<file path="src/design/wave_stencil_update_macros.svh">
// assertion macros for the wave stencil update block
// expects clk and arst_n in the scope of each use
`ifndef WAVE_STENCIL_UPDATE_MACROS_SVH
`define WAVE_STENCIL_UPDATE_MACROS_SVH

`ifndef ASSERT_OFF

// property must hold at every clock edge outside reset
`define WSU_ASSERT(lbl, prop) \
	lbl: assert property (@(posedge clk) disable iff (!arst_n) prop) \
	else $error("wave_stencil_update: assertion failed");

// expression must never be true outside reset
`define WSU_NEVER(lbl, expr) \
	lbl: assert property (@(posedge clk) disable iff (!arst_n) !(expr)) \
	else $error("wave_stencil_update: forbidden condition seen");

`else

`define WSU_ASSERT(lbl, prop)
`define WSU_NEVER(lbl, expr)

`endif

`endif

</file>
<file path="src/design/wsu_pkg.sv">
`timescale 1ns / 1ps
// shared types and constants of the wave stencil update block
// no dependencies
package wsu_pkg;

	localparam int SAMPLE_WIDTH = 16;
	localparam int COEF_W       = 16;
	localparam int CFG_IDX_W    = 1;
	localparam int CFG_DATA_W   = 16;

	// laplacian of four neighbors minus four times the center
	localparam int LAP_W  = SAMPLE_WIDTH + 3;
	// unsigned coefficient (sign bit added) times laplacian
	localparam int PROD_W = LAP_W + COEF_W + 1;
	// 2*cur - prev
	localparam int BASE_W = SAMPLE_WIDTH + 2;
	// product after the q0.16 scaling
	localparam int RND_W  = PROD_W - COEF_W;
	localparam int V_W    = RND_W + 1;

	localparam int FRAC_SHIFT  = 16;
	localparam int START_SHIFT = 17;

	localparam logic [PROD_W-1:0] HALF_STD   = PROD_W'(1) << (FRAC_SHIFT - 1);
	localparam logic [PROD_W-1:0] HALF_START = PROD_W'(1) << (START_SHIFT - 1);

	localparam logic signed [V_W-1:0] SAT_MAX =
		{{(V_W - SAMPLE_WIDTH + 1){1'b0}}, {(SAMPLE_WIDTH - 1){1'b1}}};
	localparam logic signed [V_W-1:0] SAT_MIN =
		{{(V_W - SAMPLE_WIDTH + 1){1'b1}}, {(SAMPLE_WIDTH - 1){1'b0}}};

	localparam logic [COEF_W-1:0] R2_RESET = 16'd16384;

	typedef enum logic [CFG_IDX_W-1:0] {
		REG_R2_COEF    = 1'b0,
		REG_START_MODE = 1'b1
	} cfg_reg_t;

	typedef enum logic [1:0] {
		PH_EMPTY      = 2'd0,
		PH_HELD_FIRST = 2'd1,
		PH_HELD_INNER = 2'd2
	} phase_t;

	typedef logic signed [SAMPLE_WIDTH-1:0] sample_t;

	typedef struct packed {
		logic signed [LAP_W-1:0] lap;
		sample_t                 center;
		sample_t                 prev;
		logic                    has_held;
		logic                    held_zero;
		logic                    last;
	} s1_t;

	typedef struct packed {
		logic signed [PROD_W-1:0] prod;
		logic signed [BASE_W-1:0] base;
		logic                     start;
		logic                     has_held;
		logic                     held_zero;
		logic                     last;
	} s2_t;

	typedef struct packed {
		sample_t next_value;
		logic    saturated;
		logic    row_end;
	} word_t;

	typedef struct packed {
		word_t held;
		logic  has_held;
		logic  last;
	} item_t;

	typedef struct packed {
		logic pend;
		logic load_ok;
	} obuf_stat_t;

	localparam word_t ROW_END_WORD = '{next_value: '0, saturated: 1'b0, row_end: 1'b1};

endpackage

</file>
<file path="src/design/wsu_in_if.sv">
`timescale 1ns / 1ps
// input channel: one grid column slice per word
// depends on wsu_pkg
interface wsu_in_if;
	logic              valid;
	logic              ready;
	wsu_pkg::sample_t  up_value;
	wsu_pkg::sample_t  center_value;
	wsu_pkg::sample_t  down_value;
	wsu_pkg::sample_t  prev_value;
	logic              edge_row;
	logic              last_col;

	modport source (output valid, up_value, center_value, down_value, prev_value,
		edge_row, last_col, input ready);
	modport sink (input valid, up_value, center_value, down_value, prev_value,
		edge_row, last_col, output ready);
endinterface

</file>
<file path="src/design/wsu_out_if.sv">
`timescale 1ns / 1ps
// output channel: one updated grid point per word
// depends on wsu_pkg
interface wsu_out_if;
	logic              valid;
	logic              ready;
	wsu_pkg::sample_t  next_value;
	logic              saturated;
	logic              row_end;

	modport source (output valid, next_value, saturated, row_end, input ready);
	modport sink (input valid, next_value, saturated, row_end, output ready);
endinterface

</file>
<file path="src/design/wsu_window.sv">
`timescale 1ns / 1ps
// two-column window, column phase and laplacian; feeds the first stage register
// depends on wsu_pkg, wsu_in_if
module wsu_window (
	input  logic          clk,
	input  logic          arst_n,
	wsu_in_if.sink        samples,
	input  logic          s1_ready,
	output logic          valid_s1,
	output wsu_pkg::s1_t  stage_s1
);

	wsu_pkg::phase_t  phase_q, phase_d;
	wsu_pkg::sample_t left2_center_q, left_center_q, left_up_q, left_down_q, left_prev_q;
	logic             held_edge_q;
	logic             accept;
	logic             has_held, held_zero;
	logic signed [wsu_pkg::LAP_W-1:0] lap;

	assign samples.ready = !valid_s1 || s1_ready;
	assign accept = samples.valid && samples.ready;

	// held column uses the incoming center as its right neighbor
	assign lap = wsu_pkg::LAP_W'(left_up_q) + wsu_pkg::LAP_W'(left_down_q)
		+ wsu_pkg::LAP_W'(left2_center_q) + wsu_pkg::LAP_W'(samples.center_value)
		- (wsu_pkg::LAP_W'(left_center_q) <<< 2);

	always_comb begin
		has_held  = 1'b1;
		held_zero = held_edge_q;
		phase_d   = wsu_pkg::PH_HELD_INNER;
		unique case (phase_q)
			wsu_pkg::PH_EMPTY: begin
				has_held = 1'b0;
				phase_d  = wsu_pkg::PH_HELD_FIRST;
			end
			wsu_pkg::PH_HELD_FIRST: begin
				held_zero = 1'b1;
			end
			wsu_pkg::PH_HELD_INNER: begin
				held_zero = held_edge_q;
			end
			default: begin
				held_zero = held_edge_q;
			end
		endcase
		if (samples.last_col) begin
			phase_d = wsu_pkg::PH_EMPTY;
		end
	end

	always_ff @(posedge clk or negedge arst_n) begin
		if (!arst_n) begin
			phase_q        <= wsu_pkg::PH_EMPTY;
			left2_center_q <= '0;
			left_center_q  <= '0;
			left_up_q      <= '0;
			left_down_q    <= '0;
			left_prev_q    <= '0;
			held_edge_q    <= 1'b0;
		end else if (accept) begin
			phase_q        <= phase_d;
			left2_center_q <= left_center_q;
			left_center_q  <= samples.center_value;
			left_up_q      <= samples.up_value;
			left_down_q    <= samples.down_value;
			left_prev_q    <= samples.prev_value;
			held_edge_q    <= samples.edge_row;
		end
	end

	always_ff @(posedge clk or negedge arst_n) begin
		if (!arst_n) begin
			valid_s1 <= 1'b0;
		end else if (samples.ready) begin
			valid_s1 <= samples.valid;
		end
	end

	always_ff @(posedge clk) begin
		if (accept) begin
			stage_s1.lap       <= lap;
			stage_s1.center    <= left_center_q;
			stage_s1.prev      <= left_prev_q;
			stage_s1.has_held  <= has_held;
			stage_s1.held_zero <= held_zero;
			stage_s1.last      <= samples.last_col;
		end
	end

endmodule

</file>
<file path="src/design/wsu_calc.sv">
`timescale 1ns / 1ps
// coefficient multiply stage, then rounding, update sum and saturation
// depends on wsu_pkg
module wsu_calc (
	input  logic                         clk,
	input  logic                         arst_n,
	input  logic [wsu_pkg::COEF_W-1:0]   r2_coef,
	input  logic                         start_mode,
	input  logic                         valid_s1,
	input  wsu_pkg::s1_t                 stage_s1,
	output logic                         s1_ready,
	input  logic                         load_ok,
	output logic                         item_valid,
	output wsu_pkg::item_t               item
);

	logic                                valid_s2;
	wsu_pkg::s2_t                        stage_s2;
	logic signed [wsu_pkg::COEF_W:0]     coef;
	logic signed [wsu_pkg::PROD_W-1:0]   prod;
	logic signed [wsu_pkg::BASE_W-1:0]   base;
	logic signed [wsu_pkg::PROD_W-1:0]   rsum, rshift;
	logic signed [wsu_pkg::RND_W-1:0]    rnd;
	logic signed [wsu_pkg::V_W-1:0]      sum;
	wsu_pkg::word_t                      word;

	assign s1_ready = !valid_s2 || load_ok;
	assign coef = {1'b0, r2_coef};
	assign prod = wsu_pkg::PROD_W'(coef) * wsu_pkg::PROD_W'(stage_s1.lap);

	always_comb begin
		if (start_mode) begin
			base = wsu_pkg::BASE_W'(stage_s1.center);
		end else begin
			base = (wsu_pkg::BASE_W'(stage_s1.center) <<< 1) - wsu_pkg::BASE_W'(stage_s1.prev);
		end
	end

	always_ff @(posedge clk or negedge arst_n) begin
		if (!arst_n) begin
			valid_s2 <= 1'b0;
		end else if (s1_ready) begin
			valid_s2 <= valid_s1;
		end
	end

	always_ff @(posedge clk) begin
		if (s1_ready && valid_s1) begin
			stage_s2.prod      <= prod;
			stage_s2.base      <= base;
			stage_s2.start     <= start_mode;
			stage_s2.has_held  <= stage_s1.has_held;
			stage_s2.held_zero <= stage_s1.held_zero;
			stage_s2.last      <= stage_s1.last;
		end
	end

	// round to nearest, ties up: add half then arithmetic shift
	always_comb begin
		if (stage_s2.start) begin
			rsum   = stage_s2.prod + $signed(wsu_pkg::HALF_START);
			rshift = rsum >>> wsu_pkg::START_SHIFT;
			rnd    = rshift[wsu_pkg::RND_W-1:0];
			sum    = wsu_pkg::V_W'(stage_s2.base) - wsu_pkg::V_W'(rnd);
		end else begin
			rsum   = stage_s2.prod + $signed(wsu_pkg::HALF_STD);
			rshift = rsum >>> wsu_pkg::FRAC_SHIFT;
			rnd    = rshift[wsu_pkg::RND_W-1:0];
			sum    = wsu_pkg::V_W'(stage_s2.base) + wsu_pkg::V_W'(rnd);
		end
		word.row_end = 1'b0;
		if (stage_s2.held_zero) begin
			word.next_value = '0;
			word.saturated  = 1'b0;
		end else if (sum > wsu_pkg::SAT_MAX) begin
			word.next_value = wsu_pkg::SAT_MAX[wsu_pkg::SAMPLE_WIDTH-1:0];
			word.saturated  = 1'b1;
		end else if (sum < wsu_pkg::SAT_MIN) begin
			word.next_value = wsu_pkg::SAT_MIN[wsu_pkg::SAMPLE_WIDTH-1:0];
			word.saturated  = 1'b1;
		end else begin
			word.next_value = sum[wsu_pkg::SAMPLE_WIDTH-1:0];
			word.saturated  = 1'b0;
		end
	end

	assign item_valid    = valid_s2;
	assign item.held     = word;
	assign item.has_held = stage_s2.has_held;
	assign item.last     = stage_s2.last;

endmodule

</file>
<file path="src/design/wsu_obuf.sv">
`timescale 1ns / 1ps
// output word register with a pending row-end word for the last column
// depends on wsu_pkg, wsu_out_if
module wsu_obuf (
	input  logic                 clk,
	input  logic                 arst_n,
	input  logic                 item_valid,
	input  wsu_pkg::item_t       item,
	output wsu_pkg::obuf_stat_t  stat,
	wsu_out_if.source            results
);

	wsu_pkg::word_t out_q;
	logic           out_valid_q;
	logic           pend_q;
	logic           load_ok;
	logic           load;

	assign load_ok = (!out_valid_q || results.ready) && !pend_q;
	assign load    = item_valid && load_ok;

	assign stat.pend    = pend_q;
	assign stat.load_ok = load_ok;

	assign results.valid      = out_valid_q;
	assign results.next_value = out_q.next_value;
	assign results.saturated  = out_q.saturated;
	assign results.row_end    = out_q.row_end;

	always_ff @(posedge clk or negedge arst_n) begin
		if (!arst_n) begin
			out_valid_q <= 1'b0;
			pend_q      <= 1'b0;
		end else if (load) begin
			out_valid_q <= item.has_held || item.last;
			pend_q      <= item.has_held && item.last;
		end else if (load_ok) begin
			out_valid_q <= 1'b0;
		end else if (results.ready && pend_q) begin
			pend_q <= 1'b0;
		end
	end

	always_ff @(posedge clk) begin
		if (load) begin
			out_q <= item.has_held ? item.held : wsu_pkg::ROW_END_WORD;
		end else if (results.ready && pend_q) begin
			out_q <= wsu_pkg::ROW_END_WORD;
		end
	end

endmodule

</file>
<file path="src/design/wave_stencil_update.sv">
`timescale 1ns / 1ps
// wave stencil update: one time step of the 2-d wave equation, streamed
// usage:
//  - samples carries one column slice per word (up, center, down, previous
//    field, edge_row, last_col); results carries one updated point per word
//  - each column's result leaves with the next column's word, since its right
//    neighbor is needed; the last column of a row of two or more columns yields
//    two words, the held column's result and then a zero word with row_end set;
//    a one-column row yields only the row-end word
//  - a result passes through stage s1, stage s2 and then the output register
//  - one word per cycle while results.ready is high; while a row-end word is
//    pending behind a held result, the output register takes no new item
//  - the rate is set by the output register, which shows one word per cycle
//  - a stalled receiver holds the output word; stage s1 and s2 keep filling
//    until they back up, then samples.ready drops
//  - reset clears the window, the column phase and all valid flags, and
//    loads r2_coef = 0.25, start_mode = 0
//  - config writes (cfg_wr_en, cfg_index, cfg_data) belong to idle periods
`include "wave_stencil_update_macros.svh"
module wave_stencil_update (
	input  logic                             clk,
	input  logic                             arst_n,
	wsu_in_if.sink                           samples,
	wsu_out_if.source                        results,
	input  logic                             cfg_wr_en,
	input  logic [wsu_pkg::CFG_IDX_W-1:0]    cfg_index,
	input  logic [wsu_pkg::CFG_DATA_W-1:0]   cfg_data
);

	// configuration registers
	logic [wsu_pkg::COEF_W-1:0] r2_coef_q;
	logic                       start_mode_q;

	// pipeline links
	logic                 valid_s1;
	wsu_pkg::s1_t         stage_s1;
	logic                 s1_ready;
	logic                 item_valid;
	wsu_pkg::item_t       item;
	wsu_pkg::obuf_stat_t  stat;

	always_ff @(posedge clk or negedge arst_n) begin
		if (!arst_n) begin
			r2_coef_q    <= wsu_pkg::R2_RESET;
			start_mode_q <= 1'b0;
		end else if (cfg_wr_en) begin
			unique case (wsu_pkg::cfg_reg_t'(cfg_index))
				wsu_pkg::REG_R2_COEF: begin
					r2_coef_q <= cfg_data[wsu_pkg::COEF_W-1:0];
				end
				wsu_pkg::REG_START_MODE: begin
					start_mode_q <= cfg_data[0];
				end
				default: begin
				end
			endcase
		end
	end

	// window and laplacian, registered into stage s1
	wsu_window u_window (
		.clk      (clk),
		.arst_n   (arst_n),
		.samples  (samples),
		.s1_ready (s1_ready),
		.valid_s1 (valid_s1),
		.stage_s1 (stage_s1)
	);

	// coefficient product in stage s2, then rounding and saturation
	wsu_calc u_calc (
		.clk        (clk),
		.arst_n     (arst_n),
		.r2_coef    (r2_coef_q),
		.start_mode (start_mode_q),
		.valid_s1   (valid_s1),
		.stage_s1   (stage_s1),
		.s1_ready   (s1_ready),
		.load_ok    (stat.load_ok),
		.item_valid (item_valid),
		.item       (item)
	);

	// output word register and the row-end word behind it
	wsu_obuf u_obuf (
		.clk        (clk),
		.arst_n     (arst_n),
		.item_valid (item_valid),
		.item       (item),
		.stat       (stat),
		.results    (results)
	);

	// a pending row-end word always sits behind a shown word
	`WSU_ASSERT(a_pend_behind_word, stat.pend |-> results.valid)
	// while the row-end word waits, the shown word is the held result
	`WSU_ASSERT(a_pend_held_first, stat.pend |-> !results.row_end)
	// row-end words are boundary zeros
	`WSU_NEVER(a_row_end_zero, results.valid && results.row_end && (results.saturated || results.next_value != '0))
	// once the row-end word is shown, the pending flag is gone
	`WSU_ASSERT(a_pend_clears, stat.pend && results.ready |=> !stat.pend)

endmodule

</file>
<file path="src/flat_wrapper.sv">
// flat-port wrapper written by rule: the top's interface ports become plain ports
module wave_stencil_update_flat 
  (clk, arst_n, cfg_wr_en, cfg_index, cfg_data, samples_valid, samples_up_value, samples_center_value, samples_down_value, samples_prev_value, samples_edge_row, samples_last_col, samples_ready, results_valid, results_next_value, results_saturated, results_row_end, results_ready);
  wsu_in_if samples_i ();
  wsu_out_if results_i ();
  input  logic clk;
  input  logic arst_n;
  input  logic cfg_wr_en;
  input  logic [wsu_pkg::CFG_IDX_W-1:0] cfg_index;
  input  logic [wsu_pkg::CFG_DATA_W-1:0] cfg_data;
  input wire logic [$bits(samples_i.valid)-1:0] samples_valid;
  input wire logic [$bits(samples_i.up_value)-1:0] samples_up_value;
  input wire logic [$bits(samples_i.center_value)-1:0] samples_center_value;
  input wire logic [$bits(samples_i.down_value)-1:0] samples_down_value;
  input wire logic [$bits(samples_i.prev_value)-1:0] samples_prev_value;
  input wire logic [$bits(samples_i.edge_row)-1:0] samples_edge_row;
  input wire logic [$bits(samples_i.last_col)-1:0] samples_last_col;
  output wire logic [$bits(samples_i.ready)-1:0] samples_ready;
  output wire logic [$bits(results_i.valid)-1:0] results_valid;
  output wire logic [$bits(results_i.next_value)-1:0] results_next_value;
  output wire logic [$bits(results_i.saturated)-1:0] results_saturated;
  output wire logic [$bits(results_i.row_end)-1:0] results_row_end;
  input wire logic [$bits(results_i.ready)-1:0] results_ready;
  assign samples_i.valid = samples_valid;
  assign samples_i.up_value = samples_up_value;
  assign samples_i.center_value = samples_center_value;
  assign samples_i.down_value = samples_down_value;
  assign samples_i.prev_value = samples_prev_value;
  assign samples_i.edge_row = samples_edge_row;
  assign samples_i.last_col = samples_last_col;
  assign samples_ready = samples_i.ready;
  assign results_valid = results_i.valid;
  assign results_next_value = results_i.next_value;
  assign results_saturated = results_i.saturated;
  assign results_row_end = results_i.row_end;
  assign results_i.ready = results_ready;
  wave_stencil_update u_core (.clk(clk), .arst_n(arst_n), .samples(samples_i), .results(results_i), .cfg_wr_en(cfg_wr_en), .cfg_index(cfg_index), .cfg_data(cfg_data));
endmodule
</file>
<file path="config.mk">
export PLATFORM = sky130hd
export DESIGN_NAME = wave_stencil_update_flat
export DESIGN_NICKNAME = d
export VERILOG_FILES = /design/src/design/wsu_pkg.sv /design/src/design/wsu_in_if.sv /design/src/design/wsu_out_if.sv /design/src/design/wsu_window.sv /design/src/design/wsu_calc.sv /design/src/design/wsu_obuf.sv /design/src/design/wave_stencil_update.sv /design/src/flat_wrapper.sv
export VERILOG_INCLUDE_DIRS = /design/src /design/src/design
export SDC_FILE = /design/constraint.sdc
export NUM_CORES = 1
export LEC_CHECK = 0
export ABC_CLOCK_PERIOD_IN_PS = 6700
export BUFFER_PORTS_ARGS = -buffer_cell sky130_fd_sc_hd__buf_2
export CAP_MARGIN = 5
export CORE_UTILIZATION = 50
export DETAILED_ROUTE_END_ITERATION = 10
export HOLD_SLACK_MARGIN = 0.03
export PLACE_DENSITY = 0.76
export SLEW_MARGIN = 15
export SYNTH_ARGS = -nofsm -noshare
export SYNTH_HDL_FRONTEND = slang
export SYNTH_HIERARCHICAL = 1
export SYNTH_SLANG_ARGS = --single-unit
</file>
<file path="constraint.sdc">
create_clock -name clk -period 6.7 [get_ports clk]
set_clock_uncertainty 0.1 [all_clocks]
set_input_delay 1.34 -clock clk [delete_from_list [all_inputs] [get_ports clk]]
set_output_delay 1.34 -clock clk [all_outputs]
set_load 0.02 [all_outputs]
</file>
* After elaboration in Yosys (flattened, before gate mapping) *
Index checks and enable logic that the tools add are counted.

word-level totals
  flip-flop bits (word level) = 234
  logic and storage cells = 79
  bits of input ports = 88

cells by class
  reduce and logical (&&, ||, !) cells = 20
  magnitude comparators = 2
  multiply operators = 1
  eq/ne operators = 2
  bitwise gates (word level) = 1
  mux-type cells = 16
  add/sub/neg operators = 9

operators by type and width
  kind                                                                             number
  18-bit two-way mux                                                               4
  17-bit two-way mux                                                               3
  36-bit by 17-bit adder with 36-bit output (second input constant)                1
  36-bit by 18-bit adder with 36-bit output (second input constant)                1
  17-bit by 19-bit multiplier with 36-bit output                                   1
  18-bit by 20-bit adder with 21-bit output                                        1
  21-bit by 16-bit > comparator with 1-bit output (second input constant)          1
  21-bit by 16-bit less-than comparator with 1-bit output (second input constant)  1
  21-bit two-way mux                                                               1
  18-bit by 19-bit subtractor with 20-bit output                                   1
  18-bit by 16-bit adder with 19-bit output                                        1
  19-bit by 18-bit subtractor with 19-bit output                                   1
  17-bit by 16-bit adder with 18-bit output                                        1
  17-bit by 16-bit subtractor with 18-bit output                                   1
  16-bit by 16-bit adder with 17-bit output                                        1
  1-bit logical AND                                                                6
  1-bit two-way mux                                                                6
  2-bit AND reduction                                                              3
  1-bit zero test                                                                  4
  1-bit logical OR                                                                 4
  2-bit two-way mux                                                                2
  2-bit nonzero test                                                               2
  2-bit by 1-bit equality test with 1-bit output (second input constant)           1
  2-bit zero test                                                                  1
  other kinds (2)                                                                  2

* Logic depth before layout (Yosys ltp) *
  depth after elaboration = 9
  depth in mapped cells = 26
  gate-level depth less buffers = 25

* Modules after synthesis *
Netlist, hierarchy kept.

by module, submodules not included
  module               area an instance (µm²)  cells each  instances
  wsu_calc             16161.8                 1864        1
  wsu_window           6895.4                  559         1
  wsu_obuf             960.9                   57          1
  wave_stencil_update  704.4                   38          1

* Worst setup path before layout *
No wires, ideal clock.

  path kind = register to register
  start = reg u_core/r2_coef_q[13] (netlist name)
  end = reg u_core/u_calc/stage_s2[57] (netlist name), data pin
  stages on the path, launching flop included = 23
  arrival = 6386 ps
  setup slack = -46 ps
  library setup time = 260 ps
  clock period less this slack = 6746 ps
  cell sequence = dfrtp_1 -> clkbuf_1 -> clkbuf_1 -> nand2_1 -> fa_1 -> inv_1 -> fa_1 -> fa_1 -> fa_1 -> fa_1 -> inv_1 -> fa_1 -> inv_1 -> ha_1 -> a21oi_1 -> o21ai_0 -> a221o_1 -> a211oi_1 -> o21ai_0 -> a221oi_1 -> a21oi_1 -> a21oi_1 -> xnor2_1

on the way
  word-level cells in the longest chain between the ends = 1

ends and longest elaborated chain
  element                                         RTL line                   RTL
  start: declaration                              wave_stencil_update.sv:31  logic [wsu_pkg::COEF_W-1:0] r2_coef_q;
  start signal: assignment                        wave_stencil_update.sv:44  r2_coef_q <= wsu_pkg::R2_RESET;
  start signal: assignment                        wave_stencil_update.sv:49  r2_coef_q <= cfg_data[wsu_pkg::COEF_W-1:0];
  17-bit by 19-bit multiplier with 36-bit output  wsu_calc.sv:29             assign prod = wsu_pkg::PROD_W'(coef) * wsu_pkg::PROD_W'(stage_s1.lap);
  named net u_core.u_calc.prod, one bit           wsu_calc.sv:20             logic signed [wsu_pkg::PROD_W-1:0] prod;
  end: declaration                                wsu_calc.sv:18             wsu_pkg::s2_t stage_s2;

The timed path passes the listed nets, and every way through them passes these cells.
A chain may end at the register's enable or synchronous reset.

* Worst setup path in the final report *
  start = reg, netlist name u_core/u_window/stage_s1[43]
  end = reg u_core/u_calc/stage_s2[51] (netlist name), data pin

on the way
  word-level cells in the longest chain between the ends = 1

ends and longest elaborated chain
  element                                         RTL line
  17-bit by 19-bit multiplier with 36-bit output  wsu_calc.sv:29
  named net u_core.u_calc.prod, one bit           wsu_calc.sv:20

The timed path passes the listed nets, and every way through them passes these cells.

==> reports/metrics.cfg <==
[route]
ant_nets = 0
routed_wl_mm = 58.5
wl_per_cell_um = 17.4
vias_per_cell = 5.22
vias = 17500
drcViolationCount = 0
drt_iter0_drc = 1314
dr.pass1.iters = 5

[placed_design]
post-place-cells = 3289
io_buffers = 107
hpwl_mm = 48.8
place_congestion = 0.906

[cells_and_area]
antenna_cells = 0
nets = 3285
seqCellArea_sq_um = 6070
area_delta_synth_final_pct = 11.0
layout-drive-gt1-share_pct = 13.8
n_fill_cell = 4217
multi_input_area_sq_um = 16300
utilization_pct = 56.2
instances_no_fill = 3356

[timing]
drv_slew = 0
worstMarginPinSlew_ns = 1.06
post-route-period-util_pct = 97.1
hold_viol = 0
period_minus_slack_ns = 6.51
fmax_ghz = 0.154
final-setup-viol-count = 0
slew_headroom_pct = 28.7
hold_slack_ns = 0.319

[grt]
grt_max_degree = 69
grt_pass1_vias = 18500
overflow = 0
antenna_found_initial = 0
grt_pass1_wl_mm = 95.3
grt_usage_pct = 24.0

[floorplan]
coreArea_sq_um = 48800
ioPinCount = 108
initial_core_util_pct = 50.6
dieArea_sq_um = 50300
die_y_um = 224
row_count = 81
fp.dieW_um = 224

[critical_path]
cp_slowest_stage_delay_ns = 0.62
cp_common_cell = fa_1
setup.worst_path.class = reg -> reg
cp_slowest_cell = fa_1
critical_path.max_fanout = 9
crit_path_end_kind = flop
cp-start-kind = flop
worstPathArrival_ns = 6.69
crit_chain = buf_4 > and2_1 > fa_1 > inv_1 > fa_1 > fa_1 > inv_1 > fa_1 > fa_1 > inv_1 > fa_1 > inv_1 > ha_1 > nand3_1 > nor2_1 > o2bb2ai_2 > a211oi_2 > buf_4 > o21ai_2 > o21a_1 > o21ai_1 > nand2b_1 > a21oi_2 > xnor2_1
worstPathRequired_ns = 6.89

[clock_tree]
h-tree-depth = 1
clkSinkCount = 219
clockBufferDepth = 3
clk_pin_slew_ns = 0.06
clock_latency_ns = 0.55
cts_buffers = 26
cts_tree = yes
cts-root-buf = clkbuf_16

[hold_path]
hold_path_class = reg -> reg

[synth]
syn_area_sq_um = 24700
avgSynthCellArea_sq_um = 9.82
synth-warning-count = 6
syn_inst = 2517
synth_nets = 3130

[run]
drv_cap = 0

[status]
status = finished, final reports clean

[through the flow]
| step | TNS [ns] | worst slack [ns] | instance area [sq um] |
|---|---|---|---|
| after global routing | -0.0277 | -0.0277 | 27400 |
| after detailed placement | -0.139 | -0.117 | 26300 |
| after global placement | -0.0146 | -0.0146 | 26300 |
| after CTS | 0 | 0.00380 | 27200 |
| final | 0 | 0.194 | 27400 |
| after floorplan | 0 | 0.0142 | 24700 |
[state kept, by name (all words and copies together), names as in the netlist]
register	cells
u_core/u_obuf/results.saturated	1
u_core/u_window/valid_s1	1
u_core/u_window/held_edge_q	1
u_core/u_obuf/results.valid	1
u_core/u_calc/item	2
u_core/u_window/left_prev_q	16
u_core/u_window/left_down_q	16
u_core/u_window/left_up_q	16
u_core/u_calc/stage_s2	41
u_core/u_calc/item_valid	1
u_core/u_window/stage_s1	54
u_core/u_window/phase_q	2
u_core/u_obuf/results.row_end	1
u_core/start_mode_q	1
u_core/u_obuf/results.next_value	16
u_core/r2_coef_q	16
u_core/u_obuf/pend_q	1
u_core/u_window/left_center_q	16
u_core/u_window/left2_center_q	16
[critical path, delay by kind of cell (launching register included)]
family | cells | cell delay (ns)
adders and majority gates | 7 | 3.51
AOI/OAI and AO/OA | 6 | 0.85
buffers and inverters | 6 | 0.61
and+or+nand+nor | 4 | 0.60
DFF | 1 | 0.45
xor gates and xnor gates | 1 | 0.13
[per-layer routing]
layer  track usage (%)  vias to the layer above  share of wire, %
li1                  -                     8208                 -
met1              32.8                     8701                44
met2              40.7                      529                48
met3              3.34                       81               5.9
met4              4.81                        0               2.0
met5                 0                        -                 0
[layout make-up]
cell class,count,share of cell area [%]
tap,664,3.03
timing repair buffer,214,4.96
sequential,219,22.1
inverter,534,7.31
clock buffer,29,2.49
clock inverter,19,0.634
multi-input combinational,1677,59.5
[placed cells by master, fill, tap and decap left out, types with 11 or more instances in the layout]
master     count
clkbuf_16     27
mux2_2        41
nand3_1       31
xor2_1        47
nand2b_1      21
nor2b_1       14
ha_1         164
and2_1       122
buf_4        103
and3_1        11
dfrtp_1       96
fa_1         358
a21o_1        17
nor3_1        13
a21oi_2       15
o21a_1        17
xnor2_1       74
inv_1        532
nand2_1      308
buf_2        106
o21ai_0      109
edfxtp_1     115
a31oi_1       11
a21oi_1       73
nor2_1        72
[path summary, 6_finish.rpt]
path	end	start	slack, ns	depth (start not counted)
worst max-delay path	u_core/u_calc/stage_s2[51]	u_core/u_window/stage_s1[43]	0.19	24
worst min-delay path	u_core/u_calc/item[1]	u_core/u_window/stage_s1[2]	0.32	0
worst max register to register	u_core/u_calc/stage_s2[51]	u_core/u_window/stage_s1[43]	0.19	24
worst min register to register	u_core/u_calc/item[1]	u_core/u_window/stage_s1[2]	0.32	0
max in group asynchronous	u_core/u_obuf/results.valid	arst_n	4.50	2
min in group asynchronous	u_core/r2_coef_q[15]	arst_n	0.75	1
[timing repair]
action | 4_1_cts | 5_1_grt
hold buffers | 0 | 0
setup buffers | 3 | 16
pin swaps | 1 | 22
endpoints found under the setup margin | 3 | 10
gates resized for setup | 4 | 29
Power is not shown: default switching activity piles up to over one toggle a cycle in this logic, so the estimate is an artifact.
